[config.mk]
export PLATFORM = sky130hd
export DESIGN_NAME = ikpc_ctrl
export DESIGN_NICKNAME = d
export VERILOG_FILES = /design/src/hw/rtl/assert_macros.svh /design/src/hw/rtl/ikpc_pkg.sv /design/src/hw/rtl/ikpc_ctrl.sv
export SDC_FILE = /design/constraint.sdc
export NUM_CORES = 1
export LEC_CHECK = 0
export BUFFER_PORTS_ARGS = -buffer_cell sky130_fd_sc_hd__buf_2
export CAP_MARGIN = 0
export CORE_AREA = 2 2 39 41
export DETAILED_ROUTE_END_ITERATION = 16
export DIE_AREA = 0 0 41 43
export PLACE_DENSITY_LB_ADDON = 0.2
export SETUP_SLACK_MARGIN = 0.2
export SYNTH_ARGS = -nofsm -noshare
export SYNTH_HDL_FRONTEND = slang
export SYNTH_SLANG_ARGS = --single-unit
[constraint.sdc]
create_clock -name clk -period 4.09 [get_ports clk]
set_clock_uncertainty 0.15 [all_clocks]
set_input_delay 0 -clock clk [delete_from_list [all_inputs] [get_ports clk]]
set_output_delay 0 -clock clk [all_outputs]
set_load 0.05 [all_outputs]
[src/hw/rtl/assert_macros.svh]
// ----------------------------------------------------------------------------
// assert_macros.svh
// Concurrent assertion shorthands on clk, disabled while rst is high.
// ----------------------------------------------------------------------------
`ifndef ASSERT_MACROS_SVH
`define ASSERT_MACROS_SVH

// pre holds -> post holds in the same cycle
`define IKPC_ASSERT_IMP(label, pre, post, msg) \
  label: assert property (@(posedge clk) disable iff (rst) (pre) |-> (post)) \
    else $error(msg);

// pre holds -> post holds in the next cycle
`define IKPC_ASSERT_NXT(label, pre, post, msg) \
  label: assert property (@(posedge clk) disable iff (rst) (pre) |=> (post)) \
    else $error(msg);

`endif

[src/hw/rtl/ikpc_pkg.sv]
// ----------------------------------------------------------------------------
// ikpc_pkg
// Types and constants shared by the interval point cover block.
// ----------------------------------------------------------------------------
package ikpc_pkg;

  localparam int COORD_W  = 15;
  localparam int TOT_W    = 16;
  localparam int OFF_CAP  = 32768;
  localparam int APB_AW   = 3;
  localparam int APB_DW   = 32;

  localparam logic [COORD_W-1:0] BIAS_FLIP = 15'h4000;

  localparam logic MODE_LOAD = 1'b0;
  localparam logic MODE_READ = 1'b1;

  localparam logic REG_NEED_COUNT = 1'b0;

  localparam logic [1:0] ST_OK    = 2'd0;
  localparam logic [1:0] ST_FULL  = 2'd1;
  localparam logic [1:0] ST_EMPTY = 2'd2;

  typedef enum logic [3:0] {
    S_IDLE, S_CLEAR, S_SORT_INIT, S_I_RD, S_I_KEY, S_J_RD, S_J_CMP, S_PLACE,
    S_WALK_INIT, S_K_RD, S_K_LD, S_P_RD, S_P_CHK, S_FINISH, S_R_RD, S_R_CHK
  } state_t;

  typedef enum logic [1:0] {
    PH_SHORT, PH_COUNT, PH_DOWN
  } phase_t;

  typedef struct packed {
    logic take;
    logic clr_step;
    logic emit_load;
    logic sort_init;
    logic i_rd;
    logic key_ld;
    logic j_rd;
    logic shift;
    logic place;
    logic walk_init;
    logic iv_ld;
    logic p_rd;
    logic p_chk;
    logic finish;
    logic r_chk;
  } cmd_t;

  typedef struct packed {
    logic out_free;
    logic go_clear;
    logic go_sort;
    logic go_scan;
    logic pend_last;
    logic clr_done;
    logic i_done;
    logic j_zero;
    logic hi_greater;
    logic k_done;
    logic iv_end;
    logic found;
  } stat_t;

endpackage

[src/hw/rtl/ikpc_ctrl.sv]
// ----------------------------------------------------------------------------
// ikpc_ctrl
// Sequencer: item intake, map clear, insertion sort, greedy walk, readout.
// ----------------------------------------------------------------------------
module ikpc_ctrl (
  input  logic             clk,
  input  logic             rst,
  input  logic             item_valid,
  output logic             item_stall,
  input  ikpc_pkg::stat_t  st,
  output ikpc_pkg::cmd_t   cmd
);

  ikpc_pkg::state_t state, state_next;

  always_ff @(posedge clk) begin
    if (rst) begin
      state <= ikpc_pkg::S_IDLE;
    end else begin
      state <= state_next;
    end
  end

  always_comb begin
    state_next = state;
    cmd        = '0;
    item_stall = 1'b1;
    unique case (state)
      ikpc_pkg::S_IDLE: begin
        item_stall = !st.out_free;
        if (item_valid && st.out_free) begin
          cmd.take = 1'b1;
          priority if (st.go_clear) begin
            state_next = ikpc_pkg::S_CLEAR;
          end else if (st.go_sort) begin
            state_next = ikpc_pkg::S_SORT_INIT;
          end else if (st.go_scan) begin
            state_next = ikpc_pkg::S_R_RD;
          end else begin
            state_next = ikpc_pkg::S_IDLE;
          end
        end
      end
      ikpc_pkg::S_CLEAR: begin
        cmd.clr_step = 1'b1;
        if (st.clr_done) begin
          if (st.pend_last) begin
            state_next = ikpc_pkg::S_SORT_INIT;
          end else begin
            cmd.emit_load = 1'b1;
            state_next    = ikpc_pkg::S_IDLE;
          end
        end
      end
      ikpc_pkg::S_SORT_INIT: begin
        cmd.sort_init = 1'b1;
        state_next    = ikpc_pkg::S_I_RD;
      end
      ikpc_pkg::S_I_RD: begin
        if (st.i_done) begin
          state_next = ikpc_pkg::S_WALK_INIT;
        end else begin
          cmd.i_rd   = 1'b1;
          state_next = ikpc_pkg::S_I_KEY;
        end
      end
      ikpc_pkg::S_I_KEY: begin
        cmd.key_ld = 1'b1;
        state_next = ikpc_pkg::S_J_RD;
      end
      ikpc_pkg::S_J_RD: begin
        if (st.j_zero) begin
          state_next = ikpc_pkg::S_PLACE;
        end else begin
          cmd.j_rd   = 1'b1;
          state_next = ikpc_pkg::S_J_CMP;
        end
      end
      ikpc_pkg::S_J_CMP: begin
        if (st.hi_greater) begin
          cmd.shift  = 1'b1;
          state_next = ikpc_pkg::S_J_RD;
        end else begin
          state_next = ikpc_pkg::S_PLACE;
        end
      end
      ikpc_pkg::S_PLACE: begin
        cmd.place  = 1'b1;
        state_next = ikpc_pkg::S_I_RD;
      end
      ikpc_pkg::S_WALK_INIT: begin
        cmd.walk_init = 1'b1;
        state_next    = ikpc_pkg::S_K_RD;
      end
      ikpc_pkg::S_K_RD: begin
        if (st.k_done) begin
          state_next = ikpc_pkg::S_FINISH;
        end else begin
          state_next = ikpc_pkg::S_K_LD;
        end
      end
      ikpc_pkg::S_K_LD: begin
        cmd.iv_ld  = 1'b1;
        state_next = ikpc_pkg::S_P_RD;
      end
      ikpc_pkg::S_P_RD: begin
        cmd.p_rd   = 1'b1;
        state_next = ikpc_pkg::S_P_CHK;
      end
      ikpc_pkg::S_P_CHK: begin
        cmd.p_chk  = 1'b1;
        state_next = st.iv_end ? ikpc_pkg::S_K_RD : ikpc_pkg::S_P_RD;
      end
      ikpc_pkg::S_FINISH: begin
        cmd.finish = 1'b1;
        state_next = ikpc_pkg::S_IDLE;
      end
      ikpc_pkg::S_R_RD: begin
        state_next = ikpc_pkg::S_R_CHK;
      end
      ikpc_pkg::S_R_CHK: begin
        cmd.r_chk  = 1'b1;
        state_next = st.found ? ikpc_pkg::S_IDLE : ikpc_pkg::S_R_RD;
      end
    endcase
  end

endmodule

; ---- Word level (Yosys, flattened, before mapping)
; Cells that the tools add are included.
; W data, S select, Z words.
[classes]
reduce_logical = 5
mux = 34
eq_ne = 17
[ops]
columns = cell, count
row1 = $pmux W4 S15, 1
row2 = $eq A4 B4 Y1 const B, 8
row3 = $mux W4, 7
row4 = $mux W1, 21
row5 = $eq A4 B3 Y1 const B, 4
row6 = $eq A4 B2 Y1 const B, 2
row7 = $mux W2, 4
row8 = $eq A4 B1 Y1 const B, 1
row9 = $logic_not A4 Y1, 1
row10 = $ne A2 B2 Y1 const B, 2
row11 = $mux W3, 1
row12 = $reduce_and A2 Y1, 1
row13 = $reduce_or A2 Y1, 1
row14 = $logic_and A1 B1 Y1, 1
row15 = $logic_not A1 Y1, 1
[word_totals]
input_bits = 15
out_inout_bits = 16
register_bits = 4
elab_cells = 57

; ---- Depth between registers and ports, before layout
; Gate-level depths: netlist (run 1).
[logic_depth]
word_depth = 5
mapped_depth = 5

; ---- Least setup slack after synthesis (run 1)
; No wires, ideal clock.
[synth_path]
path_type = register to output
start = register state[1]
end = output cmd[7] in the netlist's numbering
path_stages_with_launch = 5
path_slack_ns = 1.472
path_buffers = 2
t_arrival_ns = 2.468
cell_sequence = dfxtp_1 -> buf_6 -> clkbuf_1 -> nand2_1 -> nor4b_1
[synth_lines]
columns = item, line_no
row1 = from (decl), ikpc_ctrl.sv:14  ; ikpc_pkg::state_t state, state_next;
row2 = from (signal assigned), ikpc_ctrl.sv:18  ; state <= ikpc_pkg::S_IDLE;
row3 = from (signal assigned), ikpc_ctrl.sv:20  ; state <= state_next;
row4 = to (decl), ikpc_ctrl.sv:11  ; output ikpc_pkg::cmd_t cmd

; ---- Worst setup path after layout (run 1)
[layout_path]
start = register state[1]
end = register state[0]
[layout_via]
elab_chain_cells = 3
elab_cells_between_ends = 21
cone_classes = 17 x eq/ne / 1 x mux / 3 x reduce/logical
[layout_lines]
columns = item, line_no
row1 = $eq A4 B3 Y1 (tied with other cells), ikpc_ctrl.sv:28  ; unique case (state)
row2 = $reduce_or A2 Y1 (no line) or $ne A2 B2 Y1 (tied branches), --
row3 = $pmux W4 S15 or $reduce_and A2 Y1 (tied branches), --
; Parallel ways exist; a longest one is shown, timed or not.
; A chain may end at the register's enable or synchronous reset.

==> results.sh, run 1 <==
export IMPL_status="complete, no violations"
export IMPL_top_register="state"
export IMPL_cp_num_buf_inv=1
export IMPL_setup_viol=0
export IMPL_fin_nets=115
export IMPL_ys_seq_area_share_pct=17.20
export IMPL_clock_sinks=4
export IMPL_synth_top_area_share_pct=17.20
export IMPL_grt_usage_pct=16.16
export IMPL_report_final_slew_viol_count=0
export IMPL_holdPathStages=3
export IMPL_synth_nets=84
export IMPL_grt_overflow=0
export IMPL_die_area_um2=1763
export IMPL_gp_congestion=0.7336
export IMPL_cp_end_kind="register"
export IMPL_drc=0
export IMPL_p_seq_share_pct=30.1
export IMPL_worstSetupEndpoint="state[0]"
export IMPL_syn_instance_count=69
export IMPL_crit_chain="or4_4 > nor2_1 > a31oi_1 > o21a_1 > dlygate4sd3_1"
export IMPL_synth_area_leaders="dfxtp_1 17%, nand2b_1 8.1%, nor2_1 8.1%, nor3_1 7.5%, nand2_1 4.8%"
export IMPL_path_class="reg2reg"
export IMPL_worst_ep_arrival_time_ps=2240
export IMPL_cts_made_buffers=3
export IMPL_rsz0062_at_grt="no"
export IMPL_slowest_stage="or4_4"
export IMPL_wl_um=1296
export IMPL_core_area_um2=1384
export IMPL_layout_drive_gt1_share_pct=36.73
export IMPL_intPower_mw=0.1073
export IMPL_largestRegisters="state x4"
export IMPL_antenna_found_initial=0
export IMPL_clk_latency_ps=230
export IMPL_syn_to_final_growth_pct=39.25
export IMPL_layout_min_cycle_time_ps=2276
export IMPL_synth_seq_cells=4
export IMPL_syn_area_um2=465.4
export IMPL_switchingPower_mw=0.07848
export IMPL_synthTopCellsByCount="10 x nor2_1, 7 x nor3_1, 6 x nand2_1, 6 x nand2b_1, 5 x clkbuf_1"
export IMPL_drtIter0Drc=5
export IMPL_cts_clk_slew_worst_paths_ps=40
export IMPL_maxCapViolCount=0
export IMPL_grt_pass1_vias=544
export IMPL_num_rows=14
export IMPL_r2r_end="state[0]"
export IMPL_crit_fanout=18
export IMPL_routed_via_density=5.307
export IMPL_first_pass_iters=4
export IMPL_rrSetupSlack_ps=1810
export IMPL_r2r_start="state[1]"
export IMPL_hp_class="in2reg"
export IMPL_clk_path_buf_depth=2
export IMPL_die_y_um=43
export IMPL_r2r_cells=5
export IMPL_multi_input_area_um2=351.6
export IMPL_vias=605
export IMPL_cts_root_buf="clkbuf_4"
export IMPL_dpl_instance_area_um2=605.6
export IMPL_initial_utilization_pct=33.63
export IMPL_swShare_pct=42.24
export IMPL_design_area_um2=648.1
export IMPL_synth_top_area_cell="dfxtp_1"
export IMPL_final_antenna_net_count=0
export IMPL_ios=31
export IMPL_yosysWarningCount=0
export IMPL_largest_reg_flops=4
export IMPL_cts_tree="built"
export IMPL_fin_tns_setup_ps=0
export IMPL_grt_pass1_wl_um=2028
export IMPL_power_frac_comb_pct=43.8
export IMPL_nFillCells=148
export IMPL_antenna_cells=0
export IMPL_syn_avg_cell_area_um2=6.746
export IMPL_power_density_nw_per_um2=286.7
export IMPL_hold_viol=0
export IMPL_critPathTopFamily="simple AND/OR/NAND/NOR gates"
export IMPL_port_buffers=30
export IMPL_fmaxAchievable_mhz=439.4
export IMPL_synth_most_common_cell="nor2_1"
export IMPL_synth_cell_types=28
export IMPL_power_leakage_nw=0.3056
export IMPL_die_x_um=41
export IMPL_ir_drop_mv=0.1034
export IMPL_fin_cells=114
export IMPL_slew_headroom_pct=62.74
export IMPL_crit_path_start_kind="register"
export IMPL_synth_edff_count=0
export IMPL_cp_num_cells=5
export IMPL_crit_required_ps=4060
export IMPL_crit_start="state[1]"
export IMPL_pwr_share_clk_pct=26.1
export IMPL_placed_cells=109
export IMPL_ff_latch_area_um2=80.08
export IMPL_fin_crit_sh_pct=55.65
export IMPL_wl_per_cell_um=11.37
export IMPL_htree_levels=1
export IMPL_dpl_hpwl_um=967.4
export IMPL_cpPeakStageDelay_ps=640
export IMPL_ys_async_sr_fraction_pct=0
export IMPL_synth_top_flop_cell="dfxtp_1"
export IMPL_postCtsResizedCells=0
export IMPL_grt_max_degree=19
export IMPL_worst_pin_slew_ps=558.2
[cell usage in the layout, fill, tap and decap left out, types with 3 or more instances in the layout]
cell and n:
o21a_1 3, buf_2 30, nor2_1 10, clkbuf_4 3, nor3_1 7, nand2b_1 6
nand2_1 6, dfxtp_1 4, a21oi_1 3
[tightest hold or removal path: cells and delay by family]
kind                   cells  cell delay (ps)
AO/OA/AOI/OAI              2              220
buffers and inverters      1              110
[kinds of logic after synthesis]
| logic type | Yosys count | synth area share [%] |
|---|---|---|
| AOI/OAI and AO/OA | 19 | 31.45 |
| and+or+nand+nor | 39 | 44.09 |
| DFF | 4 | 17.20 |
| buffers and inverters | 7 | 7.258 |
[stage by stage]
stage	total power [mW]	setup slack [ps]	hold WS (ps)	utilization (%)
after floorplan	0.1165	1472	4.613	-
after global placement	0.1349	2345	121.6	43.76
after detailed placement	0.1348	2302	118.4	43.76
after CTS	0.1874	1824	0.9258	46.84
after global routing	0.1993	1690	16.40	46.84
final	0.1858	1814	5.698	46.84
[power by group through the flow]
stage / clock network [mW] / registers [mW] / logic, mW
floorplan: 0 / 0.0445 / 0.0720
global placement: 0 / 0.0560 / 0.0789
detailed placement: 0 / 0.0560 / 0.0788
global route: 0.0528 / 0.0579 / 0.0886
finish: 0.0484 / 0.0560 / 0.0814
CTS: 0.0503 / 0.0554 / 0.0817
[final cells by class]
type                       count  area share, %
multi-input combinational     58          54.25
timing repair buffer          32          26.25
sequential                     4          12.36
clock buffer                   3          3.475
tap                           16          3.089
inverter                       1         0.5792
[metal layers]
layer,global-route usage (%),share of wire (%)
met1,19.29,46
met2,26.88,47
met3,1.571,6.6
met4,8.000,0.62
met5,0,0
[repair_timing]
action / in CTS / in global routing
setup buffers: 0 / 0
setup endpoints to repair: 0 / 0
hold endpoints to repair: 4 / 0
hold buffers: 2 / 0
[how the worst min path moves through the flow]
stage | start | end | slack, ps
after global placement | rst | state[0] | 120
after floorplan | rst | state[0] | 5
after detailed placement | rst | state[0] | 120
after global routing | st[10] | state[1] | 20
after CTS | st[10] | state[1] | 0.9
final | st[10] | state[1] | 6
Note: power is estimated with default switching activity, not from simulation.
==> run 2: changes to the inputs <==
- ABC_AREA: unset -> 1
- clock period: 4.09 -> 2.4 ns (I/O delays scaled with it)
==> results.sh, run 2 <==
export IMPL_synth_xor_area_share_pct=0
export IMPL_grt_max_degree=8
export IMPL_status="complete, no violations"
export IMPL_layout_min_cycle_time_ps=1656
export IMPL_port_buffers=30
export IMPL_antenna_found_initial=0
export IMPL_cts_tree="built"
export IMPL_cts_made_buffers=3
export IMPL_slowest_stage="dfxtp_1"
export IMPL_die_area_um2=1763
export IMPL_ios=31
export IMPL_ys_async_sr_fraction_pct=0
export IMPL_mostFrequentLayoutCells="30 x buf_2, 22 x nand2_1, 20 x inv_1"
export IMPL_synth_cell_types=17
export IMPL_layout_drive_gt1_share_pct=39.42
export IMPL_synth_mux_area_share_pct=0
export IMPL_placed_cells=147
export IMPL_crit_fanout=7
export IMPL_pwr_share_clk_pct=11.7
export IMPL_ys_seq_area_share_pct=15.06
export IMPL_grt_overflow=0
export IMPL_multi_input_area_um2=364.1
export IMPL_fin_nets=154
export IMPL_gp_congestion=0.8227
export IMPL_worst_ep_arrival_time_ps=1510
export IMPL_fin_util_pct=54.97
export IMPL_cts_root_buf="clkbuf_4"
export IMPL_rsz0062_at_grt="no"
export IMPL_initial_utilization_pct=38.43
export IMPL_syn_avg_cell_area_um2=5.265
export IMPL_htree_levels=1
export IMPL_holdCritStartpoint="st[6]"
export IMPL_synth_top_flop_cell="dfxtp_1"
export IMPL_fmaxAchievable_mhz=603.9
export IMPL_synth_adder_area_share_pct=0
export IMPL_cp_num_buf_inv=3
export IMPL_postCtsResizedCells=0
export IMPL_synth_seq_cells=4
export IMPL_cpPeakStageDelay_ps=470
export IMPL_critPathTopFamily="buffers and inverters"
export IMPL_power_density_nw_per_um2=1002
export IMPL_fin_crit_sh_pct=68.99
export IMPL_power_frac_comb_pct=70.6
export IMPL_dpl_instance_area_um2=708.2
export IMPL_fin_tns_setup_ps=0
export IMPL_core_area_um2=1384
export IMPL_r2r_start="state[1]"
export IMPL_synth_edff_count=0
export IMPL_synth_compound_area_share_pct=5.412
export IMPL_num_rows=14
export IMPL_ff_latch_area_um2=80.08
export IMPL_synth_top_area_share_pct=15.53
export IMPL_wl_um=1423
export IMPL_intPower_mw=0.2996
export IMPL_cts_clk_slew_worst_paths_ps=40
export IMPL_largestRegisters="state x4"
export IMPL_swShare_pct=60.70
export IMPL_power_leakage_nw=0.4985
export IMPL_final_common_cell="buf_2"
export IMPL_cp_end_kind="primary output"
export IMPL_final_antenna_net_count=0
export IMPL_cts_setup_buffers=0
export IMPL_crit_start="state[0]"
export IMPL_setup_viol=0
export IMPL_nFillCells=151
export IMPL_design_area_um2=760.7
export IMPL_crit_chain="inv_2 > nor2_4 > inv_1 > nor4_2 > buf_2"
export IMPL_first_pass_iters=4
export IMPL_drtIter0Drc=6
export IMPL_syn_area_um2=531.8
export IMPL_power_mw=0.7624
export IMPL_synth_nets=116
export IMPL_hold_viol=0
export IMPL_fin_ws_ps=744.2
export IMPL_largest_reg_flops=4
export IMPL_switchingPower_mw=0.4627
export IMPL_syn_instance_count=101
export IMPL_wl_per_cell_um=9.301
export IMPL_hp_class="in2reg"
export IMPL_routed_via_density=4.536
export IMPL_synth_top_area_cell="nand2_1"
export IMPL_worst_pin_slew_ps=362.1
export IMPL_vias=694
export IMPL_crit_path_start_kind="register"
export IMPL_slew_headroom_pct=75.83
export IMPL_report_final_slew_viol_count=0
export IMPL_grt_pass1_wl_um=2270
export IMPL_syn_to_final_growth_pct=43.06
export IMPL_grt_pass1_vias=622
export IMPL_synthTopCellsByCount="22 x nand2_1, 20 x inv_1, 16 x nor2_1, 11 x nand3_1, 7 x nor2_2"
export IMPL_fin_cells=153
export IMPL_die_x_um=41
export IMPL_antenna_cells=0
export IMPL_synthSimpleGateAreaFrac_pct=61.88
export IMPL_drc=0
export IMPL_p_seq_share_pct=17.7
export IMPL_die_y_um=43
export IMPL_path_class="reg2out"
export IMPL_synth_most_common_cell="nand2_1"
export IMPL_crit_required_ps=2250
export IMPL_maxCapViolCount=0
export IMPL_hold_slack_ps=31.22
export IMPL_place_ws_ps=1014
export IMPL_clk_latency_ps=250
export IMPL_yosysWarningCount=0
export IMPL_grt_usage_pct=18.86
export IMPL_clock_sinks=4
export IMPL_synth_area_leaders="nand2_1 16%, dfxtp_1 15%, inv_1 14%, nor2_1 11%, nand3_1 10%"
export IMPL_dpl_hpwl_um=1183
export IMPL_top_register="state"
export IMPL_synth_top_family_by_area="simple AND/OR/NAND/NOR gates"
export IMPL_clk_path_buf_depth=2
export IMPL_ir_drop_mv=0.5509
run 2: final timing paths:
path | endpoint | slack, ps | cells past startpoint
min reg2reg | state[0] | 620 | 4
min | state[0] | 30 | 6
max reg2reg | state[2] | 1040 | 7
max | cmd[12] | 740 | 5
run 2: worst register-to-register path, cell delays in order, from the launching register on:
cell,delay [ps]
dfxtp_1,530
nor2_2,130
nand2_2,100
inv_2,40
nand2_2,60
nor2_2,40
nor2_2,110
a21oi_1,80
run 2: repair_timing:
item                       CTS  global route
hold buffers                 3             0
setup endpoints to repair    0             0
hold endpoints to repair     4             0
run 2: cells by family (layout without fill, tap and decap cells):
| group | Yosys count | in the layout |
|---|---|---|
| compound gates | 5 | 5 |
| buf+inv | 25 | 61 |
| flops | 4 | 4 |
| simple gates | 67 | 67 |
run 2: metal layers:
metal / wire, µm / GRT usage, % / vias to the layer above / part of all wire [%]
li1: - / - / 381 / -
met3: 60 / 4.712 / 3 / 4.2
met2: 732 / 33.13 / 15 / 51
met1: 609 / 19.87 / 295 / 43
met5: 0 / 0 / - / 0
met4: 21 / 7.333 / 0 / 1.5
run 2: final cells by class:
type                    count  area share, %
clock buffers               3          2.961
inverters                  25          12.34
multi-input cells          72          47.86
flip-flops and latches      4          10.53
well taps                  16          2.632
repair buffers             33          23.68
run 2: power groups by stage:
| stage | registers [mW] | clock network (mW) | logic [mW] |
|---|---|---|---|
| 3_3_place_gp | 0.135 | 0 | 0.533 |
| 2_1_floorplan | 0.127 | 0 | 0.438 |
| 4_1_cts | 0.134 | 0.0897 | 0.542 |
| 3_5_place_dp | 0.135 | 0 | 0.536 |
| 5_1_grt | 0.139 | 0.0955 | 0.596 |
| 6_report | 0.135 | 0.0893 | 0.538 |
